===== src/hw/rtl/eit_pkg.sv =====
// eit_pkg: shared types, codes and constants of the event interest table
`timescale 1ns / 1ps

package eit_pkg;

  localparam int EIT_INSTANCES = 16;
  localparam int EIT_ENTRIES   = 64;

  localparam logic [15:0] HANDLE_BASE = 16'h4000;
  localparam logic [2:0]  EV_IN       = 3'h1;
  localparam logic [2:0]  EV_OUT      = 3'h4;
  localparam logic [2:0]  EV_MASK     = EV_IN | EV_OUT;
  localparam logic [6:0]  MAX_REPORT  = 7'd64;

  // request function codes
  localparam logic [2:0] FUNC_CREATE = 3'd0;
  localparam logic [2:0] FUNC_ADD    = 3'd1;
  localparam logic [2:0] FUNC_DELETE = 3'd2;
  localparam logic [2:0] FUNC_MODIFY = 3'd3;
  localparam logic [2:0] FUNC_WAIT   = 3'd4;

  typedef enum logic [2:0] {
    ST_OK     = 3'd0,
    ST_BADF   = 3'd1,
    ST_FULL   = 3'd2,
    ST_NOINST = 3'd3,
    ST_INVAL  = 3'd4
  } eit_status_t;

  typedef enum logic [2:0] {
    S_IDLE,
    S_CHECK,
    S_COUNT,
    S_SCAN,
    S_MOVE,
    S_WAIT,
    S_RESP
  } eit_state_t;

  typedef enum logic [1:0] {
    POS_HOLD = 2'd0,
    POS_ZERO = 2'd1,
    POS_INC  = 2'd2,
    POS_LAST = 2'd3
  } eit_pos_sel_t;

  typedef struct packed {
    logic [2:0]  func;
    logic [15:0] instance_handle;
    logic [15:0] fd;
    logic        has_event;
    logic [31:0] event_mask;
    logic [63:0] entry_data;
    logic [6:0]  max_events;
  } eit_in_t;

  typedef struct packed {
    eit_status_t status;
    logic [15:0] new_handle;
    logic [2:0]  ready_mask;
    logic [63:0] ready_data;
    logic [6:0]  reported_count;
    logic        last;
  } eit_out_t;

  typedef struct packed {
    logic         load_req;
    logic         resp_set;
    eit_status_t  resp_code;
    logic         alloc;
    logic         add_write;
    logic         mod_write;
    logic         hit_save;
    logic         move_write;
    logic         lim_load;
    eit_pos_sel_t pos_sel;
    logic         push_resp;
    logic         push_wait;
  } eit_cmd_t;

  typedef struct packed {
    logic [2:0] func;
    logic       handle_ok;
    logic       maxev_zero;
    logic       inst_avail;
    logic       list_full;
    logic       cnt_zero;
    logic       lim_zero;
    logic       fd_match;
    logic       scan_end;
    logic       wait_last;
    logic       slot_free;
  } eit_sts_t;

endpackage


===== src/hw/rtl/eit_ctrl.sv =====
// eit_ctrl: request sequencer of the event interest table
`timescale 1ns / 1ps

module eit_ctrl (
  input  logic              clk,
  input  logic              rst_n,
  input  logic              in_valid,
  output logic              in_ready,
  input  eit_pkg::eit_sts_t sts,
  output eit_pkg::eit_cmd_t cmd
);
  import eit_pkg::*;

  eit_state_t state_r, state_nxt;

  always_ff @(posedge clk) begin
    if (!rst_n) begin
      state_r <= S_IDLE;
    end else begin
      state_r <= state_nxt;
    end
  end

  always_comb begin
    state_nxt = state_r;
    cmd       = '0;
    in_ready  = 1'b0;
    case (state_r)
      S_IDLE: begin
        in_ready = 1'b1;
        if (in_valid) begin
          cmd.load_req = 1'b1;
          state_nxt    = S_CHECK;
        end
      end
      S_CHECK: begin
        case (sts.func)
          FUNC_CREATE: begin
            cmd.resp_set = 1'b1;
            if (sts.inst_avail) begin
              cmd.alloc     = 1'b1;
              cmd.resp_code = ST_OK;
            end else begin
              cmd.resp_code = ST_NOINST;
            end
            state_nxt = S_RESP;
          end
          FUNC_WAIT: begin
            if (sts.maxev_zero) begin
              cmd.resp_set  = 1'b1;
              cmd.resp_code = ST_INVAL;
              state_nxt     = S_RESP;
            end else if (!sts.handle_ok) begin
              cmd.resp_set  = 1'b1;
              cmd.resp_code = ST_BADF;
              state_nxt     = S_RESP;
            end else begin
              state_nxt = S_COUNT;
            end
          end
          default: begin
            if (!sts.handle_ok) begin
              cmd.resp_set  = 1'b1;
              cmd.resp_code = ST_BADF;
              state_nxt     = S_RESP;
            end else begin
              state_nxt = S_COUNT;
            end
          end
        endcase
      end
      S_COUNT: begin
        case (sts.func)
          FUNC_ADD: begin
            cmd.resp_set = 1'b1;
            if (sts.list_full) begin
              cmd.resp_code = ST_FULL;
            end else begin
              cmd.add_write = 1'b1;
              cmd.resp_code = ST_OK;
            end
            state_nxt = S_RESP;
          end
          FUNC_DELETE, FUNC_MODIFY: begin
            if (sts.cnt_zero) begin
              cmd.resp_set = 1'b1;
              state_nxt    = S_RESP;
            end else begin
              cmd.pos_sel = POS_ZERO;
              state_nxt   = S_SCAN;
            end
          end
          FUNC_WAIT: begin
            cmd.lim_load = 1'b1;
            if (sts.lim_zero) begin
              cmd.resp_set = 1'b1;
              state_nxt    = S_RESP;
            end else begin
              cmd.pos_sel = POS_ZERO;
              state_nxt   = S_WAIT;
            end
          end
          default: begin
            cmd.resp_set = 1'b1;
            state_nxt    = S_RESP;
          end
        endcase
      end
      S_SCAN: begin
        if (sts.fd_match) begin
          if (sts.func == FUNC_DELETE) begin
            cmd.hit_save = 1'b1;
            cmd.pos_sel  = POS_LAST;
            state_nxt    = S_MOVE;
          end else begin
            cmd.mod_write = 1'b1;
            cmd.resp_set  = 1'b1;
            state_nxt     = S_RESP;
          end
        end else if (sts.scan_end) begin
          cmd.resp_set = 1'b1;
          state_nxt    = S_RESP;
        end else begin
          cmd.pos_sel = POS_INC;
        end
      end
      S_MOVE: begin
        cmd.move_write = 1'b1;
        cmd.resp_set   = 1'b1;
        state_nxt      = S_RESP;
      end
      S_WAIT: begin
        if (sts.slot_free) begin
          cmd.push_wait = 1'b1;
          if (sts.wait_last) begin
            state_nxt = S_IDLE;
          end else begin
            cmd.pos_sel = POS_INC;
          end
        end
      end
      S_RESP: begin
        if (sts.slot_free) begin
          cmd.push_resp = 1'b1;
          state_nxt     = S_IDLE;
        end
      end
      default: begin
        state_nxt = S_IDLE;
      end
    endcase
  end

endmodule


===== config.mk =====
export PLATFORM = sky130hd
export DESIGN_NAME = eit_ctrl
export DESIGN_NICKNAME = d
export VERILOG_FILES = /design/src/hw/rtl/eit_pkg.sv /design/src/hw/rtl/eit_ctrl.sv
export SDC_FILE = /design/constraint.sdc
export NUM_CORES = 1
export LEC_CHECK = 0
export BUFFER_PORTS_ARGS = -buffer_cell sky130_fd_sc_hd__buf_2
export CORE_AREA = 2 2 39 41
export DETAILED_ROUTE_END_ITERATION = 12
export DIE_AREA = 0 0 41 43
export PLACE_DENSITY_LB_ADDON = 0.12
export SKIP_LAST_GASP = 1
export SYNTH_ARGS = -nofsm -noshare
export SYNTH_HDL_FRONTEND = slang
export SYNTH_SLANG_ARGS = --single-unit

===== constraint.sdc =====
create_clock -name clk -period 1.6 [get_ports clk]
set_clock_uncertainty 0.15 [all_clocks]
set_input_delay 0.16 -clock clk [delete_from_list [all_inputs] [get_ports clk]]
set_output_delay 0.16 -clock clk [all_outputs]
set_load 0.1 [all_outputs]

==> summary.txt, run 1 <==
Outcome: aborted with a tool error
Stopping stage: clock tree synthesis
Error: [ERROR DPL-0033] detailed placement checks failed during check placement.
DP Cell Count: 135
CTS buffer count: 3
Leading area contributor after synthesis: dfxtp_1
Port-buffer cells: 31
Placement Rows: 14
Mapped Area: 522 µm²
Library cells used by synthesis: 34
Ys async rst share: 0%
Synth Warn #: 0
Post-CTS Resized: 33
H-tree depth: 1
Post-synth top cells: nor2_1 (8), a21oi_1 (5), nor3b_1 (5), o22ai_1 (5)
Starting Density: 37.7%
Post-synth EDFFs: 0
Syn Nets: 91
Post-synth top area share: 11.5%
Clock tree buffer depth: 2
Placer congestion estimate: 0.840
Root Driver: clkbuf_4
Area contributors post-synth: dfxtp_1 (12%), nor3b_1 (7.2%), o22ai_1 (6.0%)
Post-DP HPWL: 1590 µm
CTS hold repair buffers: 0
Seq cells post-synth: 3
Die Wd: 41 µm
Clock sinks: 3
Count leader, synth: nor2_1
Primary FF master, synth: dfxtp_1
Post-CTS Setup Repair Bufs: 6
Mapped Cells: 75
Seq/Total Area, Yosys: 11.5%
Die height: 43 µm
# IOs: 32
Syn Area/Cell: 6.96 µm²
==> per-stage QoR <==
stage	instance area, µm²	worst slack, ns
floorplan	646	-0.421
global placement	1160	-0.0644
detailed placement	1160	-0.0918
==> logic make-up after synthesis <==
kind of cell           synth area share, %
DFF                                   11.5
and+or+nand+nor                       53.7
AOI/OAI and AO/OA                     25.9
buffers and inverters                 8.87
==> inputs of run 2 (changes only) <==
--- a/config.mk
+++ b/config.mk
@@ -6,10 +6,10 @@
 export NUM_CORES = 1
 export LEC_CHECK = 0
 export BUFFER_PORTS_ARGS = -buffer_cell sky130_fd_sc_hd__buf_2
-export CORE_AREA = 2 2 39 41
+export CORE_AREA = 2 2 63 65
 export DETAILED_ROUTE_END_ITERATION = 12
-export DIE_AREA = 0 0 41 43
-export PLACE_DENSITY_LB_ADDON = 0.12
+export DIE_AREA = 0 0 65 67
+export PLACE_DENSITY_LB_ADDON = 0.15
 export SKIP_LAST_GASP = 1
 export SYNTH_ARGS = -nofsm -noshare
 export SYNTH_HDL_FRONTEND = slang
==> summary.txt, run 2 <==
Syn Area/Cell: 6.96 µm²
Die Wd: 65 µm
Primary FF master, synth: dfxtp_1
Share of cells above drive strength 1: 69.5%
Routed Antenna Nets: 0
Kind of end point of the critical path: output pin
Clock Latency Late Sink: 0.22 ns
Int Pwr: 0.00120 W
Mapped Cells: 75
Vias in the first global route: 747
Layout Nets: 145
GRT Total Usage: 10.2%
Post-DP HPWL: 1610 µm
Post-synth top cells: nor2_1 (8), a21oi_1 (5), nor3b_1 (5), o22ai_1 (5)
Clock tree buffer depth: 2
Lkg Pwr: 0.542 nW
Fmax: 529 MHz
Placement Rows: 22
Biggest register: state_r
Crit path DAT: 1.58 ns
H-tree depth: 1
Final worst slack: -0.291 ns
Vias: 755
FF+latch area: 66.3 µm²
Die area: 4360 µm²
Root Driver: clkbuf_8
Unrepaired setup endpoints after global routing: yes
Routed Wire Length: 2140 µm
Setup TNS: -2.27 ns
Drt first pass iters: 4
Hold path cells: 3
Final Max Slew Viols: 0
Max_cap viols: 0
Hold Path Class: input pin to flop
Largest net degree at the start of global routing: 18
Starting Density: 14.5%
Power density cells: 1830 nW/µm²
Leading area contributor after synthesis: dfxtp_1
Clock sinks: 3
Switching pwr: 0.00132 W
Clock power share: 8.9%
Sw Ratio: 52.3%
Final Cycle Share: 118%
Syn Nets: 91
Register-to-Register Path Depth: 7
Design Power: 0.00252 W
CTS tree: built
Fillers: 352
Failing checks: setup timing
Placed Area: 1180 µm²
Wire per inst: 12.2 µm
Grt total ovfl: 0
Sequential power share: 5.9%
Port-buffer cells: 31
Initial antenna violation count: 0
Worst Max-Slew Pin Slew: 0.362 ns
Critical Path Source Type: flop
Post-synth top area share: 11.5%
P&R area growth vs syn: 164%
Post-DR vias/cell: 4.29
Setup violators final: 14
Die height: 67 µm
Worst slew margin: 75.8%
Logic pwr share: 85.2%
Seq/Total Area, Yosys: 11.5%
Post-synth EDFFs: 0
Final hold violation count: 0
Core box area: 3610 µm²
Commonest cells after routing, fill and taps aside: buf_12 (16), buf_2 (15), buf_4 (15), buf_6 (6)
Placer congestion estimate: 0.800
Library cells used by synthesis: 34
Count leader, synth: nor2_1
Clock Pin Slew Worst Setup and Hold Paths: 0.03 ns
Most common cell after layout, fill and taps aside: buf_12
Crit path max fanout: 3
Multi-input combinational cell area: 593 µm²
Outcome: complete, but fails checks
DRC violations left: 0
Largest register FFs: 3
Worst hold slack: 0.132 ns
# IOs: 32
CTS buffer count: 3
Ys async rst share: 0%
Area contributors post-synth: dfxtp_1 (12%), nor3b_1 (7.2%), o22ai_1 (6.0%)
First-pass GRT wire length: 3440 µm
Seq cells post-synth: 3
DRT iter0 DRCs: 38
Final min period: 1.89 ns
Crit path required time: 1.29 ns
Kind of critical path: flop to output pin
Finished Cell Area: 1380 µm²
Peak VDD IR: 454 µV
Synth Warn #: 0
Biggest regs: state_r: 3 flops
Diode count: 0
Mapped Area: 522 µm²
[run 2: kinds of logic after synthesis]
group           synth area share [%]
simple gates                    53.7
compound gates                  25.9
flops                           11.5
buf+inv                         8.87
[run 2: area by class of cell]
type                    instances  share of cell area [%]
repair buffers                 54                    43.4
multi-input cells              63                    43.1
clock buffers                   4                    3.27
flip-flops and latches          3                    4.81
inverters                       4                    1.09
well taps                      48                    4.36
[run 2: metrics by stage]
stage | instances | worst slack (ns) | utilization (%)
after floorplan | 75 | -0.421 | -
after global placement | 164 | -0.0794 | 32.7
after detailed placement | 164 | -0.106 | 32.7
after global routing | 176 | -0.332 | 38.2
final | 176 | -0.291 | 38.2
after CTS | 170 | -0.307 | 35.5
[run 2: final timing paths]
kind	start	endpoint	slack, ns
max	state_r[0]	cmd[8]	-0.29
min reg2reg	state_r[1]	state_r[1]	0.60
min	rst_n	state_r[1]	0.13
max reg2reg	state_r[0]	state_r[0]	0
[run 2: what timing repair did]
| item | in CTS | in global routing |
|---|---|---|
| resized for setup | 12 | 13 |
| buffers inserted | 2 | 6 |
| pin swaps | 4 | 7 |
| hold buffers | 0 | 0 |
| setup endpoints to repair | 15 | 18 |
[run 2: per-layer routing]
| layer | up-vias | GRT usage, % | part of all wire, % | routed length, µm |
|---|---|---|---|---|
| li1 | 390 | - | - | - |
| met1 | 349 | 13.7 | 46 | 986 |
| met2 | 16 | 16.0 | 51 | 1090 |
| met3 | 0 | 1.86 | 2.9 | 62 |
| met4 | 0 | 3.99 | 0 | 0 |
| met5 | - | 0 | 0 | 0 |
[run 2: critical path, stage by stage, from the launching register on]
cell,delay [ns]
dfxtp_4,0.34
or3_4,0.39
nor4b_4,0.26
and2b_4,0.21
buf_12,0.17
[run 2: power groups by stage]
stage               Clock, W  Combinational, W  Sequential [W]
detailed placement         0           0.00182        0.000142
global placement           0           0.00182        0.000138
global route        0.000241           0.00226        0.000152
finish              0.000224           0.00215        0.000148
floorplan                  0           0.00123        0.000139
CTS                 0.000228           0.00195        0.000146
Power figures use the tool's default switching activity.
